--- src/hdl/dbd_pkg.sv ---
`default_nettype none
package dbd_pkg;

    localparam int unsigned MAX_YEAR = 9999;
    localparam int unsigned YEAR_W   = 14;
    localparam int unsigned MONTH_W  = 4;
    localparam int unsigned DAY_W    = 5;
    localparam int unsigned COUNT_W  = 22;

    // floor(y / 100) == (y * RECIP_100) >> RECIP_SHIFT for every 14-bit y
    localparam int unsigned RECIP_100   = 5243;
    localparam int unsigned RECIP_SHIFT = 19;

    localparam logic [MONTH_W-1:0] MON_JAN = 4'd1;
    localparam logic [MONTH_W-1:0] MON_FEB = 4'd2;
    localparam logic [MONTH_W-1:0] MON_APR = 4'd4;
    localparam logic [MONTH_W-1:0] MON_JUN = 4'd6;
    localparam logic [MONTH_W-1:0] MON_SEP = 4'd9;
    localparam logic [MONTH_W-1:0] MON_NOV = 4'd11;
    localparam logic [MONTH_W-1:0] MON_DEC = 4'd12;

    localparam logic [8:0] DAYS_BEFORE [12] = '{
        9'd0, 9'd31, 9'd59, 9'd90, 9'd120, 9'd151,
        9'd181, 9'd212, 9'd243, 9'd273, 9'd304, 9'd334
    };

    typedef struct packed {
        logic [COUNT_W-1:0] serial;
        logic               ok;
    } t_serial;

    function automatic logic [DAY_W-1:0] month_len(input logic [MONTH_W-1:0] m,
                                                   input logic leap);
        logic [DAY_W-1:0] len;
        case (m)
            MON_FEB: len = leap ? 5'd29 : 5'd28;
            MON_APR, MON_JUN, MON_SEP, MON_NOV: len = 5'd30;
            default: len = 5'd31;
        endcase
        return len;
    endfunction

    function automatic logic [8:0] days_before(input logic [MONTH_W-1:0] m);
        logic [8:0] dbm;
        dbm = 9'd0;
        if (m >= MON_JAN && m <= MON_DEC) begin
            dbm = DAYS_BEFORE[4'(m - MON_JAN)];
        end
        return dbm;
    endfunction

endpackage
`default_nettype wire

--- src/hdl/dbd_serial.sv ---
`default_nettype none
// Three-stage serial day number of one date, with a validity check.
module dbd_serial (
    input  wire                            i_clk,
    input  wire                            i_en,
    input  wire  [dbd_pkg::YEAR_W-1:0]     i_year,
    input  wire  [dbd_pkg::MONTH_W-1:0]    i_month,
    input  wire  [dbd_pkg::DAY_W-1:0]      i_day,
    output dbd_pkg::t_serial               o_res
);
    import dbd_pkg::*;

    // stage A: year / 100 by reciprocal
    logic [YEAR_W-1:0]  r_a_year;
    logic [MONTH_W-1:0] r_a_month;
    logic [DAY_W-1:0]   r_a_day;
    logic [7:0]         r_a_q;
    logic [26:0]        n_a_prod;

    assign n_a_prod = 27'(i_year) * 27'(RECIP_100);

    always_ff @(posedge i_clk) begin
        if (i_en) begin
            r_a_year  <= i_year;
            r_a_month <= i_month;
            r_a_day   <= i_day;
            r_a_q     <= n_a_prod[RECIP_SHIFT +: 8];
        end
    end

    // stage B: leap rule, validity, century counts of year-1
    logic [YEAR_W-1:0]  w_b_hund;
    logic [YEAR_W-1:0]  w_b_rem;
    logic               w_b_rem_zero;
    logic               w_b_leap;
    logic               w_b_ok;
    logic [YEAR_W-1:0]  r_b_p;
    logic [7:0]         r_b_c100;
    logic               r_b_leap;
    logic               r_b_ok;
    logic [MONTH_W-1:0] r_b_month;
    logic [DAY_W-1:0]   r_b_day;

    always_comb begin
        w_b_hund     = 14'(r_a_q) * 14'd100;
        w_b_rem      = r_a_year - w_b_hund;
        w_b_rem_zero = (w_b_rem[6:0] == 7'd0);
        w_b_leap     = (r_a_year[1:0] == 2'd0 && !w_b_rem_zero)
                    || (w_b_rem_zero && r_a_q[1:0] == 2'd0);
        w_b_ok       = (r_a_year >= 14'd1) && (r_a_year <= 14'(MAX_YEAR))
                    && (r_a_month >= MON_JAN) && (r_a_month <= MON_DEC)
                    && (r_a_day >= 5'd1)
                    && (r_a_day <= month_len(r_a_month, w_b_leap));
    end

    always_ff @(posedge i_clk) begin
        if (i_en) begin
            r_b_p     <= r_a_year - 14'd1;
            // (y-1)/100 drops by one exactly when y is a multiple of 100
            r_b_c100  <= r_a_q - 8'(w_b_rem_zero);
            r_b_leap  <= w_b_leap;
            r_b_ok    <= w_b_ok;
            r_b_month <= r_a_month;
            r_b_day   <= r_a_day;
        end
    end

    // stage C: sum of year, month and day parts
    logic [COUNT_W-1:0] w_c_years;
    logic [COUNT_W-1:0] w_c_rest;
    logic [COUNT_W-1:0] r_c_serial;
    logic               r_c_ok;

    always_comb begin
        w_c_years = 22'(r_b_p) * 22'd365 + 22'(r_b_p >> 2)
                  - 22'(r_b_c100) + 22'(r_b_c100 >> 2);
        w_c_rest  = 22'(days_before(r_b_month))
                  + 22'(r_b_leap && (r_b_month > MON_FEB))
                  + 22'(r_b_day);
    end

    always_ff @(posedge i_clk) begin
        if (i_en) begin
            r_c_serial <= w_c_years + w_c_rest;
            r_c_ok     <= r_b_ok;
        end
    end

    assign o_res.serial = r_c_serial;
    assign o_res.ok     = r_c_ok;

endmodule
`default_nettype wire

--- src/hdl/days_between_dates.sv ---
`default_nettype none
// Days between two Gregorian dates. Each beat carries two dates; the result gives the
// day count from the first to the second, is_ordered when the first is strictly earlier,
// and is_invalid when either date does not exist (count 0 unless is_ordered). The datapath
// is a four-stage pipeline (reciprocal divide by 100, leap and range checks, serial day
// sum, compare and subtract into the output register): a beat enters every cycle while
// the output is not stalled, and its result passes stages A, B and C and is then
// presented from the output register. A stall on the output freezes the whole
// pipeline, so o_stall follows i_stall while a result is held.
module days_between_dates (
    input  wire                          i_clk,
    input  wire                          i_rst_n,
    input  wire                          i_valid,
    output logic                         o_stall,
    input  wire  [dbd_pkg::YEAR_W-1:0]   i_first_year,
    input  wire  [dbd_pkg::MONTH_W-1:0]  i_first_month,
    input  wire  [dbd_pkg::DAY_W-1:0]    i_first_day,
    input  wire  [dbd_pkg::YEAR_W-1:0]   i_second_year,
    input  wire  [dbd_pkg::MONTH_W-1:0]  i_second_month,
    input  wire  [dbd_pkg::DAY_W-1:0]    i_second_day,
    output logic                         o_valid,
    input  wire                          i_stall,
    output logic [dbd_pkg::COUNT_W-1:0]  o_day_count,
    output logic                         o_is_ordered,
    output logic                         o_is_invalid
);
    import dbd_pkg::*;

    logic    w_en;
    t_serial w_first;
    t_serial w_second;
    logic    r_vld_a;
    logic    r_vld_b;
    logic    r_vld_c;
    logic    r_out_vld;

    logic [COUNT_W-1:0] r_count;
    logic               r_ordered;
    logic               r_invalid;
    logic               w_both_ok;
    logic               w_before;

    assign w_en    = !(r_out_vld && i_stall);
    assign o_stall = !w_en;

    dbd_serial u_first (
        .i_clk   (i_clk),
        .i_en    (w_en),
        .i_year  (i_first_year),
        .i_month (i_first_month),
        .i_day   (i_first_day),
        .o_res   (w_first)
    );

    dbd_serial u_second (
        .i_clk   (i_clk),
        .i_en    (w_en),
        .i_year  (i_second_year),
        .i_month (i_second_month),
        .i_day   (i_second_day),
        .o_res   (w_second)
    );

    always_ff @(posedge i_clk) begin
        if (!i_rst_n) begin
            r_vld_a   <= 1'b0;
            r_vld_b   <= 1'b0;
            r_vld_c   <= 1'b0;
            r_out_vld <= 1'b0;
        end else if (w_en) begin
            r_vld_a   <= i_valid;
            r_vld_b   <= r_vld_a;
            r_vld_c   <= r_vld_b;
            r_out_vld <= r_vld_c;
        end
    end

    assign w_both_ok = w_first.ok && w_second.ok;
    assign w_before  = w_first.serial < w_second.serial;

    always_ff @(posedge i_clk) begin
        if (w_en) begin
            r_invalid <= !w_both_ok;
            r_ordered <= w_both_ok && w_before;
            r_count   <= (w_both_ok && w_before) ? (w_second.serial - w_first.serial)
                                                 : '0;
        end
    end

    assign o_valid      = r_out_vld;
    assign o_day_count  = r_count;
    assign o_is_ordered = r_ordered;
    assign o_is_invalid = r_invalid;

endmodule
`default_nettype wire

--- config.mk ---
export PLATFORM = sky130hd
export DESIGN_NAME = days_between_dates
export DESIGN_NICKNAME = d
export VERILOG_FILES = /design/src/hdl/dbd_pkg.sv /design/src/hdl/dbd_serial.sv /design/src/hdl/days_between_dates.sv
export SDC_FILE = /design/constraint.sdc
export NUM_CORES = 1
export LEC_CHECK = 0
export ABC_AREA = 1
export ABC_CLOCK_PERIOD_IN_PS = 9700
export BUFFER_PORTS_ARGS = -buffer_cell sky130_fd_sc_hd__buf_2
export CAP_MARGIN = 25
export CELL_PAD_IN_SITES_DETAIL_PLACEMENT = 1
export CELL_PAD_IN_SITES_GLOBAL_PLACEMENT = 1
export CORE_ASPECT_RATIO = 1.5
export CORE_UTILIZATION = 50
export DETAILED_ROUTE_END_ITERATION = 6
export PLACE_DENSITY_LB_ADDON = 0.15
export SYNTH_ARGS = -nofsm -noshare
export SYNTH_HDL_FRONTEND = slang
export SYNTH_HIERARCHICAL = 1
export SYNTH_SLANG_ARGS = --single-unit
--- constraint.sdc ---
create_clock -name i_clk -period 9.7 [get_ports i_clk]
set_input_delay 1.94 -clock i_clk [delete_from_list [all_inputs] [get_ports i_clk]]
set_output_delay 1.94 -clock i_clk [all_outputs]
set_load 0.1 [all_outputs]
==> impl_metrics.toml, run 1 <==
[worst_setup_path]
cp-start-kind = "flop"
cp_top_family = "adder cells"
critical_path.max_fanout = 9
worst-endpoint-required_ns = 9.98
crit_type = "flop to flop"
worstPathCellList = "inv_2, ha_1, xnor2_1, nand2_2, nand2_1, inv_1, o21ai_0, fa_1, inv_1, ha_1, fa_1, fa_1, fa_1, ha_1, ha_1, a21oi_1, o21ai_0, a21o_1, nand2_1, nand2_1, nand2_1, nand2_1"
r2r_slack_ns = 3.79
end_kind = "flop"
cpMostUsedCell = "nand2_1"
worst_path_max_delay_cell = "edfxtp_1"
r2r_cells = 22
cp_num_buf_inv = 3
r2r-start = "u_first/r_b_month[0]"
regToRegEndpoint = "u_first/r_c_serial[13]"
crit_arrival_ns = 6.18
critical_path.max_stage_delay_ns = 0.55

[clocking]
cts.repair.resized = 0
cts.reportedPaths.clkPinSlew_ns = 0.06
cts.sinks = 202
cts_buffers = 24
clk-insertion-delay-late_ns = 0.55
hold_buffers = 0
cts_tree = "done"
cts_setup_buffers = 0
htreeDepth = 1
clockBufferDepth = 3
root_buffer = "clkbuf_16"

[synth]
ys_types = 52
synth-seq-cells = 202
synth_ff_type = "edfxtp_1"
netlist_area_um2 = 27160
avgSynthCellArea_um2 = 8.908
synth_edf_count = 198
synth_nets = 3864
synth_cells = 3049
synth_seq_area_share_pct = 22.19
synth_warnings = 6
async_flop_share_pct = 0

[worst_hold_path]
hp-start = "u_second/r_b_ok"
min_path_cells = 0
holdPathEnd = "u_second/r_c_ok"
hp-class = "flop to flop"

[route]
route.detailed.drc = 0
drt_first_pass_iters = 5
routed_wl_mm = 69.97
routed_via_density = 5.137
wl_per_cell_um = 18.16
vias = 19793
first_iter_violations = 551
ant_nets = 0

[floorplanning]
fp.dieW_um = 192.3
num_rows = 104
die_area_um2 = 55280
dieHeight_um = 287.5
start_util_pct = 50.66
io_pins = 76
core_um2 = 53610

[sta]
setup_viol = 0
period_share_pct = 60.88
slew_headroom_pct = 32.04
slew_violations = 0
fmax_ghz = 0.1693
final.setup.tns_ns = 0
rsz0062_at_grt = "no"
worst_pin_slew_ns = 1.019
fin_hold_ws_ns = 0.4346
skew_ns = 0.01859
period_minus_slack_ns = 5.905
hold_viol = 0

[placement]
gp_congestion = 0.9158
io_buffers = 75
place_inst = 3809
dpl.hpwl_mm = 61.40

[layout]
layout.nets = 3961
stdcell_count = 3853
final_cell_mix = "inv_1, nand2_1, ha_1"
layout-drive-gt1-share_pct = 5.815
areaGrowthSynthToFinish_pct = 7.693
diodes = 0
layout_commonest_cell = "inv_1"

[grt]
grt_max_degree = 129
antenna_found_initial = 1
grt_first_pass_wirelength_mm = 114.2
first_global_vias = 22909
grt_usage_pct = 26.56
overflow = 0

[outcome]
outcome = "finished clean"

[run]
drv_cap = 0
synth_stat cells (16+ instances only):
library cell / instances / share of area, %
nand2_1: 538 / 7.4
nor3_1: 26 / 0.48
o21ai_0: 47 / 0.87
xnor2_1: 22 / 0.71
nand2_2: 16 / 0.37
edfxtp_1: 198 / 22
nand4_1: 36 / 0.83
a21oi_1: 106 / 2.0
ha_1: 454 / 21
fa_1: 311 / 23
inv_1: 816 / 11
nand3_1: 111 / 2.0
nor2_1: 180 / 2.5
xor2_1: 53 / 1.7
layer usage:
layer,up-vias,global-route usage [%],routed length (um)
li1,9656,-,-
met1,9758,27.25,25600
met2,231,53.64,39930
met3,146,1.548,1131
met4,2,11.83,3295
met5,-,0,10
flip-flops by register name (all words and copies together) (netlist names), 8 cells and up:
signal and flops:
o_day_count 22, u_first/r_a_q 8, u_first/r_a_year 14, u_first/r_b_c100 8
u_first/r_b_p 14, u_first/r_c_serial 22, u_second/r_a_q 8, u_second/r_a_year 14
u_second/r_b_c100 8, u_second/r_b_p 14, u_second/r_c_serial 22
cells by family (layout without fill, tap and decap cells):
group,Yosys count,count (layout),share of synthesized area [%]
flip-flops,202,202,22.19
AND/OR/NAND/NOR,960,960,15.27
buffers and inverters,827,942,11.52
adder cells (fa/ha/maj),765,765,43.84
AO/OA/AOI/OAI,220,220,4.772
XOR/XNOR,75,75,2.418
worst register-to-register path: cells and delay by family (launching register included):
family	cells	cell delay, ns
adder cells (fa/ha/maj)	8	3.14
buffers and inverters	3	0.22
XOR/XNOR	1	0.31
AO/OA/AOI/OAI	4	0.98
flip-flops	1	0.55
AND/OR/NAND/NOR	6	0.48
worst max path at each step:
| stage | start | endpoint | slack (ns) | cells past startpoint |
|---|---|---|---|---|
| final | u_first/r_b_month[0] | u_first/r_c_serial[13] | 3.79 | 22 |
| after detailed placement | i_second_year[8] | u_second/r_a_q[2] | 3.64 | 18 |
| after CTS | u_first/r_b_month[0] | u_first/r_c_serial[13] | 3.76 | 22 |
| after global routing | u_second/r_b_month[0] | u_second/r_c_serial[19] | 3.37 | 25 |
| after floorplan | i_stall | o_stall | 1.97 | 2 |
| after global placement | i_second_year[13] | u_second/r_a_q[7] | 3.68 | 16 |
through the flow:
step	cell area, um^2	setup WS [ns]	util [%]
4_1_cts	29250	3.762	54.56
2_1_floorplan	27160	1.969	-
5_1_grt	29250	3.371	54.56
3_3_place_gp	28380	3.678	52.94
6_report	29250	3.795	54.56
3_5_place_dp	28380	3.641	52.94
layout make-up:
type	instances	area [um^2]
fill	6350	24360
multi-input combinational	2020	18020
sequential	202	6026
inverter	822	3085
tap	689	862.1
clock buffer	29	640.6
timing repair buffer	76	382.9
clock inverter	15	230.2
Power of run 1 is not shown: default switching activity piles up to over one toggle a cycle in this logic, so the estimate is an artifact.
==> run 2, diff against run 1 <==
ABC_AREA = 0   (was 1)
ABC_CLOCK_PERIOD_IN_PS = 5600   (was 9700)
clock period = 5.6 ns   (was 9.7 ns; I/O delays follow)
==> run 2 against run 1 <==
  * The run now ends with negative setup slack left
  * Highest routed layer unchanged
  * Critical path type unchanged
  * Critical path depth down 1
  * Worst setup slack got worse by 4.1 ns
  * Sequential share of layout area increased by 0.24 points
  * Register-to-register slack lost 4.1 ns
  * Clock-buffer cell count decreased by 6
  * Final cell count is 16% lower
  * Via count shrank 13%
==> impl_metrics.toml, run 2 <==
[outcome]
outcome = "finished with violations"
failed_checks = "negative setup slack"

[worst_setup_path]
cp_top_family = "adder cells"
r2r_cells = 21
cp-start-kind = "flop"
worstPathCellList = "nor3_4, xor2_2, nor2_2, nor2b_1, o21bai_1, fa_1, inv_1, ha_1, fa_1, fa_1, fa_1, ha_1, ha_1, a21o_1, a21o_1, a21o_1, a221oi_4, a31oi_4, buf_6, mux2i_1, nand3_1"
end_kind = "flop"
worst_path_max_delay_cell = "fa_1"
crit_arrival_ns = 6.17
r2r_slack_ns = -0.30
critical_path.max_fanout = 5
critical_path.max_stage_delay_ns = 0.59
cpMostUsedCell = "fa_1"
regToRegEndpoint = "u_second/r_c_serial[18]"
crit_type = "flop to flop"
cp_num_buf_inv = 2
r2r-start = "u_second/r_b_month[1]"
worst-endpoint-required_ns = 5.87

[sta]
layout_setup_ws_ns = -0.3025
hold_viol = 0
skew_ns = 0.01970
period_minus_slack_ns = 5.902
setup_viol = 16
fmax_ghz = 0.1694
fin_hold_ws_ns = 0.4363
worst_pin_slew_ns = 1.042
slew_violations = 0
slew_headroom_pct = 29.62
period_share_pct = 105.4
rsz0062_at_grt = "yes"

[layout]
multi_input_area_um2 = 17400
final_cell_mix = "inv_1, ha_1, fa_1"
fill_cells = 5393
layout.nets = 3389
seq_area_um2 = 6026
layout-drive-gt1-share_pct = 15.53
areaGrowthSynthToFinish_pct = 15.53
stdcell_count = 3253
layout_commonest_cell = "inv_1"

[synth]
synth_edf_count = 198
synthMuxAreaShare_pct = 0.1200
synth_ff_type = "edfxtp_1"
synth_seq_area_share_pct = 24.08
synth_common_cells = "inv_1, ha_1, fa_1"
synth_most_common_cell = "inv_1"
async_flop_share_pct = 0
synth_cells = 2324
ys_top_cells_by_area = "fa_1, edfxtp_1, ha_1"
avgSynthCellArea_um2 = 10.77
synth_top_family_by_area = "adder cells"
synthXorXnorAreaFrac_pct = 4.550
netlist_area_um2 = 25030
synth_warnings = 6
synth-seq-cells = 202
ys_types = 81
yosysTopAreaCellShare_pct = 24.88
synth_largest_area_cell = "fa_1"
synth_nets = 3139
synthSimpleGateAreaFrac_pct = 6.370
synth_adder_area_share_pct = 47.58
synth_compound_area_share_pct = 7.900

[route]
route.detailed.drc = 0
routed_via_density = 5.265
vias = 17127
first_iter_violations = 429
ant_nets = 0
wl_per_cell_um = 19.29
drt_first_pass_iters = 5
routed_wl_mm = 62.76

[clocking]
cts.sinks = 202
root_buffer = "clkbuf_16"
clockBufferDepth = 3
hold_buffers = 0
htreeDepth = 1
cts_tree = "done"
clk-insertion-delay-late_ns = 0.53
cts_buffers = 21
cts.reportedPaths.clkPinSlew_ns = 0.07

[floorplanning]
io_pins = 76
die_area_um2 = 50970
dieHeight_um = 276
core_um2 = 49550
start_util_pct = 50.51
num_rows = 100
fp.dieW_um = 184.7

[worst_hold_path]
min_path_cells = 0
hp-class = "flop to flop"
holdPathEnd = "u_first/r_c_ok"
hp-start = "u_first/r_b_ok"

[placement]
io_buffers = 75
place_ws_ns = -0.4765
gp_congestion = 0.9040
dpl.hpwl_mm = 52.07
place_inst = 3187

[grt]
grt_max_degree = 76
grt_first_pass_wirelength_mm = 100.8
overflow = 0
grt_usage_pct = 25.36
first_global_vias = 20307
antenna_found_initial = 1

[run]
drv_cap = 0
## run 2: changes by cell type after synthesis, sizes merged, moves of 21 or more
cell | before | now
nand2 | 557 | 71
inv | 821 | 605
nor2 | 196 | 86
nand3 | 118 | 20
xnor2 | 22 | 72
a21oi | 114 | 79
a21o | 12 | 40
a31oi | 3 | 24
## run 2: kinds of logic (layout without fill, tap and decap cells)
family                   count (synthesis)  in the layout
adder cells (fa/ha/maj)                765            765
buffers and inverters                  619            884
AND/OR/NAND/NOR                        316            316
AO/OA/AOI/OAI                          289            289
flip-flops                             202            202
XOR/XNOR                               130            130
multiplexers                             3              3
other                                    0              1
## run 2: layout make-up
type	instances	area share [%]
repair buffers	241	5.725
inverters	605	7.863
diodes	1	0.008655
well taps	663	2.869
clock buffers	23	1.878
multi-input cells	1503	60.19
clock inverters	15	0.6232
flip-flops and latches	202	20.84
## run 2: metal layers
layer	share of wire [%]	track usage [%]	vias up
met2	58	51.87	257
li1	-	-	8079
met5	0.021	0	-
met3	1.9	1.897	150
met4	4.5	10.43	2
met1	35	25.40	8639
## run 2: worst max path at each step
| stage | depth (start not counted) | startpoint | endpoint | slack (ns) |
|---|---|---|---|---|
| after global routing | 24 | u_second/r_b_month[0] | u_second/r_c_serial[21] | -0.52 |
| after global placement | 23 | u_second/r_b_month[0] | u_second/r_c_serial[21] | -0.21 |
| after detailed placement | 23 | u_second/r_b_month[0] | u_second/r_c_serial[21] | -0.48 |
| after CTS | 21 | u_second/r_b_month[0] | u_second/r_c_serial[21] | -0.30 |
| final | 21 | u_second/r_b_month[1] | u_second/r_c_serial[18] | -0.30 |
| after floorplan | 23 | u_second/r_b_month[0] | u_second/r_c_serial[20] | -0.18 |
## run 2: through the flow
stage | utilization, % | TNS (ns) | cell area, um^2
after detailed placement | 55.30 | -5.029 | 27400
final | 58.35 | -3.016 | 28910
after CTS | 57.43 | -2.007 | 28450
after global routing | 58.35 | -6.661 | 28910
after floorplan | - | -0.2193 | 25220
after global placement | 55.28 | -1.329 | 27390
## run 2: what timing repair did
| action | CTS | global route |
|---|---|---|
| pin swaps | 39 | 47 |
| endpoints found under the setup margin | 19 | 25 |
| setup buffers | 16 | 15 |
| gates resized for setup | 43 | 67 |
Power of run 2 is left out for the same reason.
==> run 3, diff against run 2 <==
CELL_PAD_IN_SITES_DETAIL_PLACEMENT = 2   (was 1)
CELL_PAD_IN_SITES_GLOBAL_PLACEMENT = 2   (was 1)
CORE_UTILIZATION = 44   (was 50)
RECOVER_POWER = 50   (was default)
==> run 3 against run 2 <==
  * Register-to-register slack got worse by 0.22 ns
  * Global-route usage increased by 2.1 points
  * First-iteration DRC count increased by 28%
  * Largest cell class unchanged
  * Die area increased by 14%
  * Clock skew increased by 0.0076 ns
  * The flow finishes with violations (max-capacitance violations, max-slew violations, negative setup slack)
  * Worst setup slack got worse by 0.22 ns
  * Flip-flop and latch count unchanged
  * Final cell count increased by 3.8%
  * Critical path depth increased by 4
==> impl_metrics.toml, run 3 (synthesis results as in run 2) <==
[sta]
layout_setup_ws_ns = -0.5201
period_share_pct = 109.3
skew_ns = 0.02733
period_minus_slack_ns = 6.120
rsz0062_at_grt = "yes"
hold_viol = 0
fmax_ghz = 0.1634
fin_hold_ws_ns = 0.4318
worst_pin_slew_ns = 2.679
slew_violations = 128
setup_viol = 21
slew_headroom_pct = -79.06

[placement]
io_buffers = 75
gp_congestion = 0.8579
dpl.hpwl_mm = 62.95

[route]
first_iter_violations = 548
vias = 18178
route.detailed.drc = 0
ant_nets = 0
route.met3.wl_mm = 1.613
routed_via_density = 5.383
met1_length_mm = 28.25
routed.top_layer = "met5"
routed_wl_mm = 84.25
wl_met2_mm = 49.84
drt_first_pass_iters = 4
wl_per_cell_um = 24.95

[layout]
final_cell_mix = "inv_1, ha_1, fa_1"
seq_area_um2 = 6026
multi_input_area_um2 = 17660
fill_cells = 5675
layout-drive-gt1-share_pct = 16.33
fin_util_pct = 52.61
areaGrowthSynthToFinish_pct = 17.67
layout_commonest_cell = "inv_1"
diodes = 0
layout.nets = 3419

[floorplanning]
dieHeight_um = 294.1
die_area_um2 = 57850
core_um2 = 55970
fp.dieW_um = 196.7
io_pins = 76
start_util_pct = 44.71
num_rows = 106

[clocking]
clockBufferDepth = 3
cts_tree = "done"
root_buffer = "clkbuf_16"
hold_buffers = 0
cts_buffers = 24
cts.reportedPaths.clkPinSlew_ns = 0.06
htreeDepth = 1
clk-insertion-delay-late_ns = 0.56
cts.sinks = 202

[worst_setup_path]
worst-endpoint-required_ns = 5.89
cp-start-kind = "flop"
crit_arrival_ns = 6.41
end_kind = "flop"
critical_path.max_fanout = 4
crit_type = "flop to flop"

[worst_hold_path]
hp-class = "flop to flop"

[grt]
grt_max_degree = 79
grt_first_pass_wirelength_mm = 120.7
first_global_vias = 21858
antenna_found_initial = 1
grt_usage_pct = 27.42
overflow = 0

[outcome]
outcome = "finished with violations"
failed_checks = "max-capacitance violations, max-slew violations, negative setup slack"

[run]
drv_cap = 2
run 3: changes by cell type in the layout (fill, tap and decap cells not counted), sizes merged:
cell,previous run,this run
clkinvlp,2,0
bufinv,4,1
buf,241,235
clkinv,8,11
diode,1,0
clkbuf,23,63
run 3: through the flow:
stage | cells | worst slack, ns | setup TNS (ns) | area (um^2)
CTS | 3358 | -0.4282 | -4.069 | 28930
global route | 3377 | -0.7132 | -11.31 | 29450
global placement | 3301 | -0.1971 | -2.201 | 27710
detailed placement | 3302 | -0.5157 | -7.532 | 27710
finish | 3377 | -0.5201 | -6.448 | 29450
floorplan | 2324 | -0.1804 | -0.2193 | 25220
run 3: cell type report:
class,count,share of cell area (%)
clock buffer,30,2.188
clock inverter,13,0.3229
inverter,605,7.712
multi-input combinational,1503,59.97
sequential,202,20.46
tap,756,3.212
timing repair buffer,268,6.136
run 3: per-layer routing:
metal	track usage, %	up-vias
li1	-	8122
met5	0	-
met1	25.95	9487
met4	11.36	2
met3	1.754	215
met2	58.48	352
run 3: critical path, stage by stage, from the launching register on:
cell      delay, ns
edfxtp_1       0.45
inv_2          0.10
ha_4           0.19
xor2_4         0.15
buf_4          0.15
nor2_1         0.15
nor2b_1        0.08
o21bai_2       0.16
fa_1           0.45
inv_1          0.11
ha_1           0.21
inv_1          0.09
fa_1           0.50
fa_2           0.55
inv_2          0.04
fa_2           0.55
ha_4           0.22
ha_4           0.22
a21o_1         0.18
a21o_1         0.19
a21o_1         0.21
a221oi_4       0.33
a31oi_4        0.15
buf_6          0.15
mux2i_1        0.18
nand3_1        0.11
run 3: final timing paths:
check,startpoint,end,slack (ns),cells past startpoint
worst max-delay path,u_second/r_b_month[1],u_second/r_c_serial[18],-0.52,25
worst min-delay path,u_first/r_b_ok,u_first/r_c_ok,0.43,0
worst max register to register,u_second/r_b_month[1],u_second/r_c_serial[18],-0.52,25
worst min register to register,u_first/r_b_ok,u_first/r_c_ok,0.43,0
run 3: what timing repair did:
item / 4_1_cts / 5_1_grt
buffers inserted: 15 / 22
pin swaps: 41 / 58
endpoints found under the setup margin: 22 / 27
resized for setup: 70 / 84
hold endpoints to repair: 0 / 0
gates cloned: 0 / 0
Power of run 3 is left out for the same reason.
